$ cat src/rtl/msu_pkg.sv
package msu_pkg;

  localparam int IDX_W   = 12;
  localparam int DATA_W  = 32;
  localparam int COEF_W  = 16;
  localparam int FRAC_W  = 16;
  localparam int PROD_W  = DATA_W + COEF_W + 1;
  localparam int ACC_W   = PROD_W + 1;

  localparam int ELEMENT_DEPTH_DEFAULT = 4096;

  localparam int S_TDATA_W = ((IDX_W + 2 * DATA_W + 7) / 8) * 8;
  localparam int M_TDATA_W = ((2 * DATA_W + 7) / 8) * 8;

  localparam int CFG_INDEX_W = 8;

  localparam logic [CFG_INDEX_W-1:0] REG_STEP_RATE       = CFG_INDEX_W'(0);
  localparam logic [CFG_INDEX_W-1:0] REG_MOMENTUM_FACTOR = CFG_INDEX_W'(1);

  localparam logic [COEF_W-1:0] STEP_RATE_RESET       = COEF_W'(655);
  localparam logic [COEF_W-1:0] MOMENTUM_FACTOR_RESET = COEF_W'(58982);

  localparam logic signed [DATA_W-1:0] DATA_MAX = {1'b0, {(DATA_W-1){1'b1}}};
  localparam logic signed [DATA_W-1:0] DATA_MIN = {1'b1, {(DATA_W-1){1'b0}}};

  // result queue depth, power of two
  localparam int FIFO_DEPTH = 8;

  typedef struct packed {
    logic                     saturated;
    logic signed [DATA_W-1:0] velocity;
    logic signed [DATA_W-1:0] weight;
  } result_t;

endpackage

$ cat src/rtl/msu_result_fifo.sv
module msu_result_fifo (
  input  logic             clk,
  input  logic             rst,
  input  logic             push,
  input  msu_pkg::result_t push_data,
  output logic             out_valid,
  input  logic             out_ready,
  output msu_pkg::result_t out_data
);
  import msu_pkg::*;

  localparam int PTR_W = $clog2(FIFO_DEPTH);

  result_t          mem [FIFO_DEPTH];
  logic [PTR_W-1:0] wr_ptr;
  logic [PTR_W-1:0] rd_ptr;
  logic [PTR_W:0]   count;
  logic             pop;

  assign pop       = out_valid && out_ready;
  assign out_valid = (count != '0);
  assign out_data  = mem[rd_ptr];

  always_ff @(posedge clk) begin
    if (rst) begin
      wr_ptr <= '0;
      rd_ptr <= '0;
      count  <= '0;
    end else begin
      if (push) begin
        wr_ptr <= wr_ptr + PTR_W'(1);
      end
      if (pop) begin
        rd_ptr <= rd_ptr + PTR_W'(1);
      end
      count <= count + (PTR_W + 1)'(push) - (PTR_W + 1)'(pop);
    end
  end

  always_ff @(posedge clk) begin
    if (push) begin
      mem[wr_ptr] <= push_data;
    end
  end

endmodule

$ cat config.mk
export PLATFORM = sky130hd
export DESIGN_NAME = msu_result_fifo
export DESIGN_NICKNAME = d
export VERILOG_FILES = /design/src/rtl/msu_pkg.sv /design/src/rtl/msu_result_fifo.sv
export SDC_FILE = /design/constraint.sdc
export NUM_CORES = 1
export LEC_CHECK = 0
export BUFFER_PORTS_ARGS = -buffer_cell sky130_fd_sc_hd__clkbuf_2
export CORE_MARGIN = 2
export CORE_UTILIZATION = 40
export DETAILED_ROUTE_END_ITERATION = 8
export RECOVER_POWER = 50
export SLEW_MARGIN = 20
export SYNTH_ARGS = -nofsm -noshare
export SYNTH_HDL_FRONTEND = slang
export SYNTH_SLANG_ARGS = --single-unit
export TNS_END_PERCENT = 20
$ cat constraint.sdc
create_clock -name clk -period 22.9 [get_ports clk]
set_input_delay 6.87 -clock clk [delete_from_list [all_inputs] [get_ports clk]]
set_output_delay 6.87 -clock clk [all_outputs]
set_load 0.05 [all_outputs]
==> results of run 1 <==
[tightest hold or removal path, delay by kind of cell, from the launching register on]
| kind | cells | cell delay (ps) |
|---|---|---|
| flip-flops | 1 | 310 |
| AO/OA/AOI/OAI | 2 | 170 |
[metrics by stage]
step	worst slack (ps)	hold WS, ps	area [sq um]
after floorplan	10950	480	20100
after global placement	12420	482	21600
after detailed placement	12440	493	21700
after CTS	11790	507	23400
after global routing	11580	559	23300
final	11980	507	23300
[layer usage]
metal  vias up  part of all wire, %
li1       3863                    -
met1      4756                   44
met2       207                   49
met3        60                  5.8
met4         4                  1.9
met5         -                0.065
[sequential cells by signal (all words and copies together), names as in the netlist, named ones only]
signal and count:
rd_ptr 3, mem 520, wr_ptr 3, count 4
[Yosys cell counts]
master and n:
nand2_1 5, mux2i_1 1, fa_1 1, nand2b_1 4, clkbuf_1 13, nor3b_1 1
mux4_2 130, ha_1 6, nor3_1 2, dfxtp_1 13, buf_6 11, a31o_2 1
inv_1 8, mux2_2 67, a21oi_1 6, edfxtp_1 520, xnor2_1 1, nor2_1 13
or3_1 1, buf_1 9, nand3_1 3, nor2b_1 2, xor2_1 2, buf_2 4
o21ai_0 3
[how the worst max path moves through the flow]
| stage | start | endpoint | slack, ps | cells past startpoint |
|---|---|---|---|---|
| 2_1_floorplan | push | mem[0][0]$_DFFE_PP_ | 10950 | 2 |
| 3_3_place_gp | flop | out_data[14] | 12420 | 5 |
| 3_5_place_dp | flop | out_data[14] | 12440 | 5 |
| 4_1_cts | flop | out_data[14] | 11790 | 5 |
| 5_1_grt | flop | out_data[13] | 11580 | 5 |
| 6_report | flop | out_data[13] | 11980 | 5 |
[kinds of logic after synthesis]
| logic type | Yosys count | synth area share [%] |
|---|---|---|
| AOI/OAI and AO/OA | 10 | 0.267 |
| xor gates and xnor gates | 3 | 0.130 |
| adders and majority gates | 7 | 0.472 |
| buffers and inverters | 45 | 1.27 |
| DFF | 533 | 78.8 |
| muxes | 198 | 18.3 |
| and+or+nand+nor | 31 | 0.714 |
[power by group through the flow]
stage	logic (mW)	registers, mW	clock network (mW)
final	0.416	1.12	0.842
after global routing	0.442	1.13	0.903
after CTS	0.426	1.13	0.868
after detailed placement	0.425	1.15	0
after global placement	0.422	1.15	0
after floorplan	0.341	1.13	0
[final cells by class]
| cell class | count | area [sq um] |
|---|---|---|
| inverters | 8 | 30.0 |
| clock inverters | 35 | 283 |
| flip-flops and latches | 533 | 15900 |
| multi-input cells | 249 | 4070 |
| clock buffers | 64 | 1420 |
| repair buffers | 155 | 756 |
| well taps | 672 | 841 |
| fillers | 4193 | 26700 |
==> flow_metrics.py, run 1 <==
metrics = {
    "placed_design": {
        "portBuffers": 134,
        "globalplace.congestion": 0.676,
        "hpwlAfterDp_mm": 21.1,
        "dpl.cell_count": 1617,
    },
    "floorplan": {
        "rows": 82,
        "start_util_pct": 40.3,
        "coreArea_sq_um": 50000,
        "die_h_microns": 228,
        "io_pins": 135,
        "die_area_sq_um": 52200,
        "die_w_microns": 228,
    },
    "yosys": {
        "avgSynthCellArea_sq_um": 24.4,
        "syn_inst": 827,
        "synth_top_cell_by_area": "edfxtp_1",
        "synth.yosys.seq_area_share_pct": 78.8,
        "synth_cell_type_count": 25,
        "synth-seq-cells": 533,
        "synth.yosys.warnings": 0,
        "synth_top_area_share_pct": 77.5,
        "synth_nets": 903,
        "synth_area_sq_um": 20100,
        "synthTopCellsByArea": "edfxtp_1 (78%), mux4_2 (15%), mux2_2 (3.7%), dfxtp_1 (1.3%), buf_6 (0.61%)",
    },
    "sta": {
        "fmax_ghz": 0.0916,
        "tightest_slew_ps": 2320,
        "finClkSkew_ps": 16.0,
        "maxSlewHeadroom_pct": -54.4,
        "finalCritPeriodShare_pct": 47.7,
        "rsz0062_at_grt": "no",
        "finalHoldViolations": 0,
        "fin_setup_tns_ps": 0,
        "slew_violations": 69,
        "finalSetupViolCount": 0,
        "fin_crit_ps": 10920,
    },
    "pwr": {
        "power_frac_clock_pct": 35.3,
        "swShare_pct": 27.3,
        "vdd_drop_max_v": 0.0000562,
        "p_per_area_nw_per_um2": 102,
        "total_power_mw": 2.38,
        "p_seq_share_pct": 47.2,
        "internal_power_mw": 1.73,
        "p_switching_uw": 650,
        "combPwrFrac_pct": 17.4,
        "leakage_nw": 7.20,
    },
    "run": {
        "max_cap_viol_count": 3,
    },
    "clocking": {
        "clock_path_buffers": 3,
        "ctsHoldBuffers": 0,
        "post_cts_buffers": 0,
        "insertion_delay_ps": 590,
        "clock_sinks": 533,
        "h-tree-depth": 2,
        "cts_buffers": 54,
        "tritoncts": "yes",
        "cts_resized": 0,
        "path_clk_slew_ps": 60,
        "cts_root_buf": "clkbuf_16",
    },
    "global_route": {
        "use_met1_pct": 21.4,
        "grt_max_degree": 67,
        "met3_usage_pct": 4.14,
        "grt_usage_pct": 15.7,
        "grt_antenna_before_repair": 2,
        "busiest_layer": "met2",
        "grt.overflow.total": 0,
        "grt_pass1_wl_mm": 60.8,
        "grt_pass1_vias": 9505,
        "grtUsageMet2_pct": 25.4,
    },
    "worst_setup_path": {
        "cp.arrival_ps": 4050,
        "crit_top_cell": "buf_4",
        "path_cells": "buf_4 > buf_4 > mux4_2 > mux2_2 > clkbuf_2",
        "max_stage_delay_ps": 840,
        "startpoint_type": "flop",
        "crit_path_top_delay_cell": "buf_4",
        "cp_num_buf_inv": 3,
        "worst_r2r_endpoint": "mem[5][7]$_DFFE_PP_",
        "worstPathMaxFanout": 47,
        "critical_path.top_delay_family": "buffers and inverters",
        "ff2ff_setup_slack_ps": 19780,
        "r2r_start": "wr_ptr[0]$_SDFFE_PP0P_",
        "cp_data_required_time_ps": 16030,
        "path_class": "reg -> out",
        "reg2reg_depth": 3,
        "endpoint_kind": "output pin",
    },
    "hold_path": {
        "hp-class": "reg -> reg",
        "hold-path-cell-count": 2,
        "hp-start": "rd_ptr[2]$_SDFFE_PP0P_",
    },
    "drt": {
        "via_count": 8890,
        "routedWlPerCell_microns": 23.3,
        "dr.pass1.iters": 5,
        "drt-total-wl_mm": 40.0,
        "drcViolationCount": 0,
        "detail_route.vias_per_cell": 5.18,
        "ant_nets": 0,
        "drtIter0Drc": 642,
    },
    "finish": {
        "layout_commonest_cell": "edfxtp_1",
        "diodes": 0,
        "drive_gt1_share_pct": 35.7,
        "layout.cells.non_filler": 1716,
        "area_delta_synth_final_pct": 15.6,
        "fin_nets": 1077,
        "final_cell_mix": "edfxtp_1 (520), mux4_2 (130), clkbuf_1 (78), mux2_2 (67), clkbuf_2 (66)",
        "fin_util_pct": 46.6,
    },
    "outcome": {
        "violations": "capacitance limit, slew limit",
        "status": "finished with violations",
    },
}
No activity file was read; power rests on OpenSTA's default activity.
==> run 2, diff against run 1 <==
==> constraint.sdc (replaced) <==
create_clock -name clk -period 8.9 [get_ports clk]
set_input_delay 2.67 -clock clk [delete_from_list [all_inputs] [get_ports clk]]
set_output_delay 2.67 -clock clk [all_outputs]
set_load 0.05 [all_outputs]
==> run 2 against run 1 <==
The flow still finishes with violations (capacitance limit, slew limit). Clock skew rose by 5.5 ps. Sequential power rose to 2.6 times the previous value. Die area did not move. Global-route usage fell by 0.20 points. Worst hold slack got worse by 3.1 ps. Non-clock buffer count fell by 7. First-iteration DRC count rose by 10%. Flip-flop and latch count did not move. Setup slack got worse by 9200 ps.
==> flow_metrics.py, run 2 (synthesis gave the netlist of run 1 again) <==
metrics = {
    "worst_setup_path": {
        "startpoint_type": "flop",
        "ff2ff_setup_slack_ps": 6240,
        "r2r_start": "wr_ptr[0]$_SDFFE_PP0P_",
        "crit_path_top_delay_cell": "dfxtp_4",
        "endpoint_kind": "output pin",
        "path_cells": "buf_12 > mux4_2 > mux2_2 > clkbuf_2",
        "worstPathMaxFanout": 88,
        "cp.arrival_ps": 3430,
        "max_stage_delay_ps": 920,
        "cp_data_required_time_ps": 6230,
        "path_class": "reg -> out",
    },
    "sta": {
        "finalCritPeriodShare_pct": 68.5,
        "fmax_ghz": 0.164,
        "maxSlewHeadroom_pct": -11.0,
        "rsz0062_at_grt": "no",
        "tightest_slew_ps": 1660,
        "finalHoldViolations": 0,
        "fin_crit_ps": 6100,
        "finalSetupViolCount": 0,
        "fin_setup_tns_ps": 0,
        "slew_violations": 43,
        "finClkSkew_ps": 21.5,
    },
    "clocking": {
        "cts_resized": 0,
        "clock_path_buffers": 3,
        "h-tree-depth": 2,
        "insertion_delay_ps": 600,
        "tritoncts": "yes",
        "post_cts_buffers": 0,
        "cts_buffers": 55,
        "ctsHoldBuffers": 0,
        "cts_root_buf": "clkbuf_16",
        "path_clk_slew_ps": 60,
        "clock_sinks": 533,
    },
    "pwr": {
        "p_per_area_nw_per_um2": 263,
        "vdd_drop_max_v": 0.000143,
        "leakage_nw": 7.15,
    },
    "outcome": {
        "status": "finished with violations",
        "violations": "capacitance limit, slew limit",
    },
    "global_route": {
        "grt_pass1_wl_mm": 60.1,
        "grt_usage_pct": 15.5,
        "grt_max_degree": 89,
        "grt_pass1_vias": 9467,
        "grt_antenna_before_repair": 4,
        "grt.overflow.total": 0,
    },
    "finish": {
        "multiInputGateArea_sq_um": 4060,
        "largest_reg_flops": 520,
        "fillers": 4132,
        "final_cell_mix": "edfxtp_1 (520), mux4_2 (130), clkbuf_1 (81), mux2_2 (67), clkbuf_2 (67)",
        "layout_commonest_cell": "edfxtp_1",
        "reg_top3": "mem x520, count x4",
        "layout.cells.non_filler": 1713,
        "fin_nets": 1071,
        "seq_area_sq_um": 15900,
        "diodes": 0,
        "area_delta_synth_final_pct": 15.1,
        "top_register": "mem",
        "drive_gt1_share_pct": 34.7,
    },
    "floorplan": {
        "rows": 82,
        "die_h_microns": 228,
        "start_util_pct": 40.3,
        "die_w_microns": 228,
        "io_pins": 135,
        "coreArea_sq_um": 50000,
        "die_area_sq_um": 52200,
    },
    "drt": {
        "drt-total-wl_mm": 40.1,
        "via_count": 8835,
        "drcViolationCount": 0,
        "drtIter0Drc": 708,
        "ant_nets": 0,
        "routedWlPerCell_microns": 23.4,
        "dr.pass1.iters": 4,
        "detail_route.vias_per_cell": 5.16,
    },
    "placed_design": {
        "dpl.cell_count": 1610,
        "globalplace.congestion": 0.668,
        "hpwlAfterDp_mm": 20.6,
        "portBuffers": 134,
    },
    "hold_path": {
        "hp-start": "rd_ptr[2]$_SDFFE_PP0P_",
        "hp-class": "reg -> reg",
    },
    "run": {
        "max_cap_viol_count": 2,
    },
}
==> run 2: changes by cell type in the layout (fill, tap and decap cells not counted), sizes merged <==
| cell | previous run | this run |
|---|---|---|
| clkinv | 26 | 27 |
| clkbuf | 200 | 205 |
| bufinv | 4 | 2 |
| inv | 9 | 12 |
| buf | 19 | 12 |
| clkinvlp | 4 | 1 |
==> run 2: worst max-delay path: cells and delay by family (launching register included) <==
| family | cells | cell delay (ps) |
|---|---|---|
| DFF | 1 | 920 |
| muxes | 2 | 910 |
| buffers and inverters | 2 | 870 |
==> run 2: path summary, 6_finish.rpt <==
path	end	cells after the start
worst min register to register	flop	2
worst min-delay path	flop	2
worst max-delay path	out_data[57]	4
worst max register to register	mem[7][58]$_DFFE_PP_	3
==> run 2: cell type report <==
| type | count | share of cell area, % |
|---|---|---|
| sequential | 533 | 68.5 |
| multi-input combinational | 249 | 17.5 |
| clock buffer | 69 | 6.25 |
| tap | 672 | 3.63 |
| timing repair buffer | 148 | 3.01 |
| clock inverter | 34 | 0.966 |
| inverter | 8 | 0.130 |
==> run 2: metrics by stage <==
stage	hold slack (ps)	worst slack, ps	area (sq um)	power [mW]	utilization (%)
after floorplan	480	1150	20100	3.78	-
after global placement	486	3290	21600	4.04	43.3
after detailed placement	494	3280	21600	4.05	43.3
after CTS	509	2620	23300	6.19	46.6
after global routing	551	2500	23200	6.33	46.4
final	504	2800	23200	6.10	46.4
==> run 2: power breakdown <==
part	internal, mW	switching, mW	leakage (nW)
clock	1.21	0.921	0.823
sequential	2.83	0.0609	4.83
combinational	0.374	0.699	1.50
==> run 2: per-layer routing <==
layer	part of all wire, %	wire length [microns]	global-route usage [%]	vias to the layer above
li1	-	-	-	3844
met1	45	18200	21.7	4730
met2	48	19200	24.8	193
met3	4.9	1970	3.68	60
met4	1.6	648	3.74	8
met5	0.13	54	0	-
